[config.mk]
export PLATFORM = sky130hd
export DESIGN_NAME = jpu_div
export DESIGN_NICKNAME = d
export VERILOG_FILES = /design/src/rtl/jpu_pkg.sv /design/src/rtl/jpu_div.sv
export SDC_FILE = /design/constraint.sdc
export NUM_CORES = 2
export LEC_CHECK = 0
export ABC_AREA = 1
export BUFFER_PORTS_ARGS = -buffer_cell sky130_fd_sc_hd__buf_4
export CELL_PAD_IN_SITES_DETAIL_PLACEMENT = 1
export CELL_PAD_IN_SITES_GLOBAL_PLACEMENT = 2
export CORE_MARGIN = 5
export CORE_UTILIZATION = 42
export DETAILED_ROUTE_END_ITERATION = 6
export PLACE_DENSITY = 0.83
export RECOVER_POWER = 25
export SYNTH_ARGS = -nofsm -noshare
export SYNTH_HDL_FRONTEND = slang
export SYNTH_SLANG_ARGS = --single-unit
[constraint.sdc]
create_clock -name clock -period 5.5 [get_ports clock]
set_input_delay 0.825 -clock clock [delete_from_list [all_inputs] [get_ports clock]]
set_output_delay 0.825 -clock clock [all_outputs]
set_load 0.01 [all_outputs]
[src/rtl/jpu_pkg.sv]
// Shared widths, constants and word types for the particle jet update pipeline.
// No dependencies; imported by every module of the block.
`default_nettype none
package jpu_pkg;

   localparam int POS_W   = 32;
   localparam int LIFE_W  = 24;
   localparam int SEED_W  = 16;
   localparam int COL_W   = 16;
   localparam int T_W     = 17;
   localparam int NUM_W   = LIFE_W + 17;
   localparam int DEPTH   = 21;
   localparam int CSR_IDX_W = 1;

   localparam logic [CSR_IDX_W-1:0] CSR_SIZE_AT_BIRTH   = 1'd0;
   localparam logic [CSR_IDX_W-1:0] CSR_SIZE_FLOOR_BASE = 1'd1;

   localparam logic [T_W-1:0] ONE_T      = 17'd65536;
   localparam logic [T_W-1:0] BREAK_LOW  = 17'd13107;
   localparam logic [T_W-1:0] BREAK_HIGH = 17'd32768;

   localparam int DAMP_Q16  = 60293;
   localparam int SHADE_Q16 = 9830;
   localparam int FLOOR_Q16 = 19661;
   localparam int DIV3_MUL  = 174763;

   localparam int C_ONE = 65535;
   localparam int C_095 = 62258;
   localparam int C_070 = 45875;
   localparam int C_040 = 26214;
   localparam int C_020 = 13107;
   localparam int C_010 = 6554;
   localparam int C_090 = 58982;

   typedef logic signed [POS_W-1:0] coord_type;

   typedef struct packed {
      coord_type pos_x;
      coord_type pos_y;
      coord_type pos_z;
      coord_type vel_x;
      coord_type vel_y;
      coord_type vel_z;
   } motion_type;

   typedef struct packed {
      logic              zero_life;
      logic              no_age;
      logic [SEED_W-1:0] seed;
   } side_type;

endpackage
`default_nettype wire

[src/rtl/jpu_div.sv]
// Pipelined restoring divider, one quotient bit per register stage.
// Depends on jpu_pkg for widths.
`default_nettype none
module jpu_div (
   input  wire logic                       clock,
   input  wire logic                       en,
   input  wire logic [jpu_pkg::NUM_W-1:0]  numer,
   input  wire logic [jpu_pkg::LIFE_W-1:0] denom,
   output logic      [jpu_pkg::T_W-1:0]    quot
);
   import jpu_pkg::*;

   logic [LIFE_W-1:0] rem_src [0:T_W-1];
   logic [T_W-1:0]    low_src [0:T_W-1];
   logic [LIFE_W-1:0] den_src [0:T_W-1];
   logic [T_W-1:0]    q_src   [0:T_W-1];

   logic [LIFE_W-1:0] rem_ff [0:T_W-1];
   logic [T_W-1:0]    low_ff [0:T_W-1];
   logic [LIFE_W-1:0] den_ff [0:T_W-1];
   logic [T_W-1:0]    q_ff   [0:T_W-1];

   for (genvar k = 0; k < T_W; k++) begin : g_stage
      logic [LIFE_W:0]   trial;
      logic [LIFE_W:0]   diff;
      logic              take;
      logic [LIFE_W-1:0] rem_in;
      logic [T_W-1:0]    q_in;

      if (k == 0) begin : g_first
         assign rem_src[k] = numer[NUM_W-1:T_W];
         assign low_src[k] = numer[T_W-1:0];
         assign den_src[k] = denom;
         assign q_src[k]   = '0;
      end else begin : g_next
         assign rem_src[k] = rem_ff[k-1];
         assign low_src[k] = low_ff[k-1];
         assign den_src[k] = den_ff[k-1];
         assign q_src[k]   = q_ff[k-1];
      end

      always_comb begin
         trial  = {rem_src[k], low_src[k][T_W-1-k]};
         diff   = trial - {1'b0, den_src[k]};
         take   = (trial >= {1'b0, den_src[k]});
         rem_in = take ? diff[LIFE_W-1:0] : trial[LIFE_W-1:0];
         q_in   = q_src[k];
         q_in[T_W-1-k] = take;
      end

      always_ff @(posedge clock) begin
         if (en) begin
            rem_ff[k] <= rem_in;
            low_ff[k] <= low_src[k];
            den_ff[k] <= den_src[k];
            q_ff[k]   <= q_in;
         end
      end
   end

   assign quot = q_ff[T_W-1];

endmodule
`default_nettype wire

==> metrics.txt <==
proportion of layout cells with a drive suffix above 1=4.74%; post-cts resize count=0; first-iteration detailed-routing DRC count=3591; DIE AREA=173000 µm²; post-route cell area=76300 µm²; Min-Delay Endpoint=low_ff[0][13]; first-pass iteration count of the detailed router=5; Core ar.=165000 µm²; placed cell count=11100; All-Layer GR Usage=25.8%; largest net degree at the start of global routing=128; share of the synthesized area in the top cell type=45.8%; number of synthesized flops with an enable pin=1057; Sum Neg Setup Slack=0 ns; average wire per cell in the routed design=20.1 µm; Crit Path Class=reg -> reg; RePlAce Congestion=0.883; setup ws final=1.88 ns; initial antenna violation count=2; cell leakage power=39.1 nW; fin util=46.3%; Hold Slack=0.237 ns; Arr. time, crit path=4.26 ns; Mapped Cells=8903; Initial Utilization=42.1%; sequential-to-total area share from yosys stat=45.8%; Data required, critical path=6.14 ns; Antenna diodes=0; DR vias=57400; fin. max-slew vios=0; Skew-Pair Late Insertion Delay=0.78 ns; Yosys warning count=0; Area Overhead vs Synth=10.0%; FF+latch count, synth=1057; Mapped Area=69300 µm²; Die Wd=416 µm; grt total ovfl=0; Clock Sinks=1057; Final min period=3.62 ns; Tot Pwr=41.3 mW; startpoint types=register; status=finished clean; vias in the first global route=59500; # port buffers=83; row cnt=149; htree depth=3; first-pass GRT wire length=350000 µm; Synth top cells by count=nand2_1 (3514), inv_1 (1862), edfxtp_1 (1057); FILL cells=20300; Post-synth ARST share=0%; Placement Setup Slack=1.71 ns; post-synth top area cell=edfxtp_1; critical path capture point type=register; number of remaining DRC errors=0; Final Non-Filler Cells=11300; Hold Vio Cnt, Final=0; worst r2r src=den_ff[0][66]; ys flop type=edfxtp_1; fmax=276 MHz; worst reg2reg endpoint=rem_ff[0][93]; Pwr per Cell Area=542 nW/µm²; worst hold path type=in -> reg; share of the clock period used by the worst path after layout=65.8%; Vias/cell=5.07; worst reg2reg setup slack=1.88 ns; Worst R2R Path Depth=10; Synth Area per Inst=7.79 µm²; Unique masters post-synth=37; WHS Path Cells=1; Post-Route WL=227000 µm; final setup fails=0; Clock Tree Buf Depth=3; Placement Cell Area=72200 µm²; DPL Wire Length=181000 µm; I/O pins=84; top-count cell post-synth=nand2_1; unrepaired setup endpoints after global routing=false; peak supply drop=0.380 mV; Slew headroom=34.9%; clock slew at reported path FFs=0.06 ns; CTS Buf Count=119; slew of the pin with the lowest slew margin=0.974 ns; Synthesized Nets=9394; antenna-violating nets left=0; max-cap viol count=0; Setup Skew=0.0784 ns; Die Height=416 µm; CTS Hold Bufs=0; hold path startpoint=numer[13]; CTS tree=yes; ranking of synthesized cells by area=edfxtp_1 (46%), nand2_1 (19%), inv_1 (10%), ha_1 (7.4%), nand4_1 (4.4%); Final #Nets=9511; CP Max Fanout=25; setup bufs post-CTS=0; CTS root buf=clkbuf_16
[power by group]
group | internal (mW) | switching [mW]
logic | 6.17 | 13.5
clock network | 4.87 | 3.54
registers | 11.6 | 1.64
[cell usage in the layout, fill, tap and decap left out, types with 14 or more instances in the layout]
master,instances
a21oi_1,172
a21oi_4,16
o21a_1,16
xnor2_1,20
inv_1,1862
clkbuf_16,119
clkbuf_1,32
edfxtp_1,1057
fa_1,16
nand3_2,20
nor2_2,29
nand2_1,3514
nand4_1,483
clkinv_2,16
nand3_1,403
clkinv_1,15
nand3_4,14
nand3b_1,27
inv_2,15
ha_1,408
bufinv_16,18
xor2_1,148
nor3_1,41
clkbuf_4,23
buf_4,77
clkinvlp_4,16
nor2_1,450
[worst max path at each step]
stage / start / end / slack (ns) / depth (start not counted)
global placement: denom[20] / rem_ff[0][11] / 1.78 / 13
global route: den_ff[0][66] / rem_ff[0][93] / 1.63 / 10
finish: den_ff[0][66] / rem_ff[0][93] / 1.88 / 10
floorplan: denom[12] / rem_ff[0][19] / 3.09 / 13
detailed placement: numer[38] / rem_ff[0][19] / 1.71 / 9
CTS: den_ff[0][66] / rem_ff[0][93] / 1.88 / 10
[registers in the layout, summed over array words and instances (netlist names)]
| signal | cells |
|---|---|
| den_ff | 384 |
| low_ff | 136 |
| q_ff | 153 |
| rem_ff | 384 |
[cells by family (layout without fill, tap and decap cells)]
logic type,Yosys count,count (layout),synth area share [%]
simple gates,5032,5032,31.0
flops,1057,1057,45.8
buf+inv,2006,2225,11.4
compound gates,216,216,1.89
fa+ha+maj,424,424,7.82
xor+xnor,168,168,2.12
[routing by layer]
layer  track usage, %  vias up  part of all wire, %
met5                0        -               0.0057
met4             7.65        2                  2.9
met3             2.18      305                  3.0
met2             46.3      938                   50
met1             33.1    27600                   44
li1                 -    28500                    -
[worst max-delay path: stages (launching register included)]
cell	delay, ns
edfxtp_1	0.49
inv_1	0.08
ha_1	0.38
nand2_1	0.10
inv_1	0.09
nand2_1	0.14
nor3_1	0.47
nand3_2	0.68
nand3_2	0.76
nand2_1	0.17
nand2_1	0.13
[final cells by class]
cell class                      instances  area (µm²)  share of cell area, %
Clock buffer                          134        3030                   3.98
Clock inverter                         89        1090                   1.43
Inverter                             1878        7050                   9.24
Multi-Input combinational cell       5840       29700                   38.9
Sequential cell                      1057       31700                   41.6
Tap cell                             2189        2740                   3.59
Timing Repair Buffer                  124         950                   1.24
No activity file was read; power rests on OpenSTA's default activity.
