[src/rtl/jpu_pkg.sv]
// Shared widths, constants and word types for the particle jet update pipeline.
// No dependencies; imported by every module of the block.
`default_nettype none
package jpu_pkg;

   localparam int POS_W   = 32;
   localparam int LIFE_W  = 24;
   localparam int SEED_W  = 16;
   localparam int COL_W   = 16;
   localparam int T_W     = 17;
   localparam int NUM_W   = LIFE_W + 17;
   localparam int DEPTH   = 21;
   localparam int CSR_IDX_W = 1;

   localparam logic [CSR_IDX_W-1:0] CSR_SIZE_AT_BIRTH   = 1'd0;
   localparam logic [CSR_IDX_W-1:0] CSR_SIZE_FLOOR_BASE = 1'd1;

   localparam logic [T_W-1:0] ONE_T      = 17'd65536;
   localparam logic [T_W-1:0] BREAK_LOW  = 17'd13107;
   localparam logic [T_W-1:0] BREAK_HIGH = 17'd32768;

   localparam int DAMP_Q16  = 60293;
   localparam int SHADE_Q16 = 9830;
   localparam int FLOOR_Q16 = 19661;
   localparam int DIV3_MUL  = 174763;

   localparam int C_ONE = 65535;
   localparam int C_095 = 62258;
   localparam int C_070 = 45875;
   localparam int C_040 = 26214;
   localparam int C_020 = 13107;
   localparam int C_010 = 6554;
   localparam int C_090 = 58982;

   typedef logic signed [POS_W-1:0] coord_type;

   typedef struct packed {
      coord_type pos_x;
      coord_type pos_y;
      coord_type pos_z;
      coord_type vel_x;
      coord_type vel_y;
      coord_type vel_z;
   } motion_type;

   typedef struct packed {
      logic              zero_life;
      logic              no_age;
      logic [SEED_W-1:0] seed;
   } side_type;

endpackage
`default_nettype wire

[src/rtl/jpu_shade.sv]
// Colour ramp, alpha and size from the age fraction, three register stages.
// Depends on jpu_pkg for ramp constants and widths.
`default_nettype none
module jpu_shade (
   input  wire logic                       clock,
   input  wire logic                       en,
   input  wire logic [jpu_pkg::T_W-1:0]    age,
   input  wire logic [jpu_pkg::SEED_W-1:0] seed,
   input  wire logic [jpu_pkg::COL_W-1:0]  size_birth,
   input  wire logic [jpu_pkg::COL_W-1:0]  size_floor,
   output logic      [jpu_pkg::COL_W-1:0]  red,
   output logic      [jpu_pkg::COL_W-1:0]  green,
   output logic      [jpu_pkg::COL_W-1:0]  blue,
   output logic      [jpu_pkg::COL_W-1:0]  alpha,
   output logic      [jpu_pkg::COL_W-1:0]  size
);
   import jpu_pkg::*;

   typedef struct packed {
      logic signed [17:0] base;
      logic signed [17:0] delta;
   } ramp_type;

   // stage A
   logic [20:0]        x10;
   logic signed [21:0] xs;
   logic [17:0]        xp1;
   logic [35:0]        q3;
   logic [29:0]        sh_prod;
   logic [13:0]        shade;
   logic [31:0]        fin_prod;
   logic [15:0]        fin;
   logic [T_W-1:0]     s_in;
   ramp_type           ramp_in [0:3];

   ramp_type           ramp_a_ff [0:3];
   logic [T_W-1:0]     s_a_ff;
   logic [T_W-1:0]     t_a_ff;
   logic [33:0]        tt_a_ff;

   // stage B
   logic signed [35:0] prod_b_ff [0:3];
   logic signed [17:0] base_b_ff [0:3];
   logic [COL_W-1:0]   alpha_b_ff;
   logic [17:0]        tt_rnd;
   logic [17:0]        al;

   // stage C
   logic [COL_W-1:0]   res_ff [0:3];
   logic [COL_W-1:0]   alpha_ff;

   always_comb begin
      x10      = 21'({age, 3'b000}) + 21'({age, 1'b0});
      xs       = $signed({1'b0, x10}) - 22'sd131072;
      xp1      = xs[17:0] + 18'd1;
      q3       = 36'(xp1) * 36'(DIV3_MUL);
      sh_prod  = 30'(seed) * 30'(SHADE_Q16);
      shade    = 14'((sh_prod + 30'd32768) >> 16);
      fin_prod = 32'(size_floor) * 32'(FLOOR_Q16);
      fin      = 16'((fin_prod + 32'd32768) >> 16);

      if (age < BREAK_LOW) begin
         s_in             = 17'(age * 17'd5);
         ramp_in[0].base  = 18'(C_ONE);
         ramp_in[0].delta = '0;
         ramp_in[1].base  = 18'(C_095);
         ramp_in[1].delta = 18'(C_040 - C_095);
         ramp_in[2].base  = 18'(C_070);
         ramp_in[2].delta = 18'(C_010 - C_070);
      end else if (age < BREAK_HIGH) begin
         s_in             = xs[21] ? '0 : q3[35:19];
         ramp_in[0].base  = 18'(C_ONE);
         ramp_in[0].delta = '0;
         ramp_in[1].base  = 18'(C_040);
         ramp_in[1].delta = 18'(C_020 - C_040);
         ramp_in[2].base  = 18'(C_010);
         ramp_in[2].delta = 18'(C_020 - C_010);
      end else begin
         s_in             = 17'({age - BREAK_HIGH, 1'b0});
         ramp_in[0].base  = 18'(C_ONE);
         ramp_in[0].delta = 18'(C_010 - C_ONE) + 18'(shade);
         ramp_in[1].base  = 18'(C_020);
         ramp_in[1].delta = 18'(shade);
         ramp_in[2].base  = 18'(C_020);
         ramp_in[2].delta = 18'(C_090 - C_020);
      end
      ramp_in[3].base  = 18'(size_birth);
      ramp_in[3].delta = 18'(fin) - 18'(size_birth);
   end

   always_ff @(posedge clock) begin
      if (en) begin
         ramp_a_ff <= ramp_in;
         s_a_ff    <= s_in;
         t_a_ff    <= age;
         tt_a_ff   <= 34'(age) * 34'(age);
      end
   end

   always_comb begin
      tt_rnd = 18'((tt_a_ff + 34'd32768) >> 16);
      al     = 18'(ONE_T) - tt_rnd;
   end

   always_ff @(posedge clock) begin
      if (en) begin
         for (int i = 0; i < 3; i++) begin
            prod_b_ff[i] <= 36'(ramp_a_ff[i].delta) * 36'($signed({1'b0, s_a_ff}));
            base_b_ff[i] <= ramp_a_ff[i].base;
         end
         prod_b_ff[3] <= 36'(ramp_a_ff[3].delta) * 36'($signed({1'b0, t_a_ff}));
         base_b_ff[3] <= ramp_a_ff[3].base;
         alpha_b_ff   <= (al > 18'd65535) ? 16'hFFFF : al[COL_W-1:0];
      end
   end

   always_ff @(posedge clock) begin
      if (en) begin
         for (int i = 0; i < 4; i++) begin
            res_ff[i] <= COL_W'(base_b_ff[i]
                         + 18'((prod_b_ff[i] + 36'sd32768) >>> 16));
         end
         alpha_ff <= alpha_b_ff;
      end
   end

   assign red   = res_ff[0];
   assign green = res_ff[1];
   assign blue  = res_ff[2];
   assign size  = res_ff[3];
   assign alpha = alpha_ff;

endmodule
`default_nettype wire

[config.mk]
export PLATFORM = sky130hd
export DESIGN_NAME = jpu_shade
export DESIGN_NICKNAME = d
export VERILOG_FILES = /design/src/rtl/jpu_pkg.sv /design/src/rtl/jpu_shade.sv
export SDC_FILE = /design/constraint.sdc
export NUM_CORES = 2
export LEC_CHECK = 0
export BUFFER_PORTS_ARGS = -buffer_cell sky130_fd_sc_hd__buf_2
export CAP_MARGIN = 20
export CORE_ASPECT_RATIO = 0.6
export CORE_MARGIN = 5
export CORE_UTILIZATION = 60
export DETAILED_ROUTE_END_ITERATION = 6
export PLACE_DENSITY = 0.88
export SKIP_CTS_REPAIR_TIMING = 1
export SLEW_MARGIN = 25
export SYNTH_ARGS = -nofsm -noshare
export SYNTH_HDL_FRONTEND = slang
export SYNTH_SLANG_ARGS = --single-unit
export TNS_END_PERCENT = 20
[constraint.sdc]
create_clock -name clock -period 12.4 [get_ports clock]
set_clock_uncertainty 0.15 [all_clocks]
set_input_delay 2.48 -clock clock [delete_from_list [all_inputs] [get_ports clock]]
set_output_delay 2.48 -clock clock [all_outputs]
set_load 0.005 [all_outputs]
==> metrics.csv <==
stage,metric,value,unit
status,status,completed,
yosys,synth.cell_area,71700,µm²
yosys,yosys_warnings,0,
clock_tree,cts_buffers,35,
routing,antenna_left,0,
critical_path,slowest_stage,fa_1,
critical_path,cp-end-kind,flip-flop,
finish,seqCellArea,9220,µm²
die,rows,98,
routing,drt_wl_total,179,mm
hold_path,hold_class,reg2reg,
grt,grt_antenna_before_repair,7,
finish,fin_util,63.4,%
placement,io_buffers,146,
clock_tree,htreeDepth,2,
finish,fin_nets,9732,
yosys,ys_ff_latch,307,
routing,wl_per_cell,19.9,µm
grt,grtUsageTotal,29.1,%
placement,dp_hpwl,148,mm
routing,drt-initial-drc-count,4856,
hold_path,hold_depth,0,
yosys,synth_area_leaders,"fa_1, ha_1, edfxtp_1",
die,ios,147,
yosys,ys_types,83,
hold_path,min_from,alpha_b_ff[13]$_SDFFCE_PN1P_,
timing,hold_violations,0,
yosys,syn_inst,7308,
placement,post-place-cells,8909,
grt,grt_overflow_total,0,
clock_tree,cts-root-buf,clkbuf_16,
clock_tree,clk_latency,0.59,ns
clock_tree,tritoncts,built,
routing,drc,0,
die,dieHeight,278,µm
critical_path,worstReg2RegStart,s_a_ff[6]$_DFFE_PP_,
finish,stdcell_count,8973,
placement,globalplace.congestion,1.01,
finish,final_area,75400,µm²
die,die_x,456,µm
timing,fmax,89.9,MHz
critical_path,cp.required,12.58,ns
timing,layout_min_cycle_time,11.13,ns
grt,grt_first_pass_wirelength,295,mm
yosys,syn_area_per_cell,9.82,µm²
timing,rsz0062_at_grt,false,
yosys,syn_nets,9694,
critical_path,arrival,11.30,ns
timing,fin_tns_setup,0,ns
die,coreArea,119000,µm²
critical_path,reg2reg_depth,23,
finish,multiInputGateArea,54700,µm²
timing,fin_crit_sh,89.7,%
yosys,synthArstFlopShare,0,%
die,dieArea,127000,µm²
run,maxCapViolations,0,
timing,setup-violations-final,0,
critical_path,path_common_cell,ha_1,
critical_path,cp_max_fo,21,
yosys,synth_edf_count,307,
routing,drt-pass1-iter-count,6,
timing,worstMarginPinSlew,1.14,ns
clock_tree,cts_sinks,307,
clock_tree,cts.reportedPaths.clkPinSlew,0.07,ns
hold_path,min_to,alpha[13]$_DFFE_PP_,
yosys,seq_area_frac_synth,12.8,%
finish,syn_to_final_growth,5.07,%
grt,grt_pass1_vias,55035,
finish,drive_gt1_share,3.91,%
critical_path,rrSetupSlack,3.81,ns
yosys,synth_ff_type,edfxtp_1,
die,initial_utilization,60.3,%
grt,grt_start_max_net_pins,100,
routing,num_vias,50271,
critical_path,crit_type,in2reg,
clock_tree,cts.path.max_buffers,3,
critical_path,worstSetupStartpointType,primary input,
timing,max-slew-margin-rel,23.8,%
yosys,yosysTopAreaCellShare,39.1,%
placement,place_area,74100,µm²
yosys,synth_top_area_cell,fa_1,
timing,finalMaxSlewViolations,0,
routing,viasPerCell,5.60,
finish,n_fill_cell,9095,
critical_path,critPathMaxStageDelay,0.54,ns
critical_path,reg2reg_to,prod_b_ff[1][31]$_DFFE_PP_,
registers in the layout (all words and copies together), names as in the netlist:
register / flops
alpha: 16
alpha_b_ff: 16
base_b_ff: 21
prod_b_ff: 68
ramp_a_ff: 69
res_ff: 64
s_a_ff: 17
t_a_ff: 17
tt_a_ff: 19
metrics by stage:
| step | setup slack (ns) | hold WS [ns] |
|---|---|---|
| after floorplan | 1.84 | 0.250 |
| after global placement | 1.16 | 0.253 |
| after detailed placement | 0.922 | 0.255 |
| after CTS | 1.50 | 0.267 |
| after global routing | 0.806 | 0.273 |
| final | 1.27 | 0.266 |
Yosys cell counts, types with 7 or more instances:
cell type  number
o21a_1         30
o21bai_1       22
nand2_1       668
nor4_1         12
or2_2          16
a211o_1         7
a31o_2          8
nand3_1        73
clkbuf_1      179
a211oi_1       25
ha_1          918
inv_1        1912
o21ai_0        88
o211ai_1       17
xnor2_1       250
nand4_1        32
nor2_1        193
and2_1        469
a31oi_1        16
a21oi_1       140
o31ai_1        14
and3_1         32
a22oi_1         9
or3_1          16
fa_1         1401
mux2i_1         9
edfxtp_1      307
xor2_1        108
a21boi_0        8
nand2b_1       43
o31a_1          7
a21o_1         56
nor3_1         63
nor2b_1        36
worst max path at each step:
stage                 from              endpoint  slack, ns
global route        age[3]  s_a_ff[15]$_DFFE_PP_       0.81
floorplan           age[2]  s_a_ff[15]$_DFFE_PP_       1.84
detailed placement  age[4]  s_a_ff[15]$_DFFE_PP_       0.92
global placement    age[3]  s_a_ff[15]$_DFFE_PP_       1.16
finish              age[4]  s_a_ff[15]$_DFFE_PP_       1.27
CTS                 age[4]  s_a_ff[15]$_DFFE_PP_       1.50
kinds of logic (layout without fill, tap and decap cells):
kind of cell / after synthesis / in the layout / share of synthesized area [%]
fa+ha+maj: 2319 / 2319 / 55.1
buf+inv: 2100 / 2164 / 11.0
simple gates: 1687 / 1687 / 11.6
compound gates: 524 / 524 / 4.91
xor+xnor: 359 / 359 / 4.39
flops: 307 / 307 / 12.8
mux: 12 / 12 / 0.173
other cells: 0 / 1 / 0
layout make-up:
cell class | instances | area share [%]
clock buffer | 38 | 1.23
multi-input combinational | 4901 | 72.5
timing repair buffer | 184 | 1.37
inverter | 1917 | 9.55
antenna | 1 | 0.00332
clock inverter | 25 | 0.465
sequential | 307 | 12.2
tap | 1600 | 2.66
routing by layer:
layer	routed length (µm)	track usage, %	up-vias	share of wire [%]
met2	74100	41.9	2603	41
met4	3180	5.32	10	1.8
met5	70	0	-	0.039
met1	75800	42.4	25049	42
li1	-	-	22330	-
met3	25400	11.3	279	14
cells in the final DEF (no fill, tap or decap), drive strengths merged, types with 56 or more instances in the layout:
| cell | instances |
|---|---|
| o21ai | 94 |
| a21o | 56 |
| nor2 | 193 |
| edfxtp | 307 |
| xnor2 | 251 |
| buf | 184 |
| and2 | 470 |
| nor3 | 63 |
| inv | 1917 |
| nand2 | 669 |
| fa | 1401 |
| a21oi | 140 |
| xor2 | 108 |
| nand3 | 74 |
| ha | 918 |
critical path: cells and delay by family:
family	cells	cell delay, ns
buffers and inverters	4	0.72
AO/OA/AOI/OAI	16	3.66
adder cells (fa/ha/maj)	9	3.75
XOR/XNOR	3	0.68
Power is not shown: default switching activity piles up to over one toggle a cycle in this logic, so the estimate is an artifact.
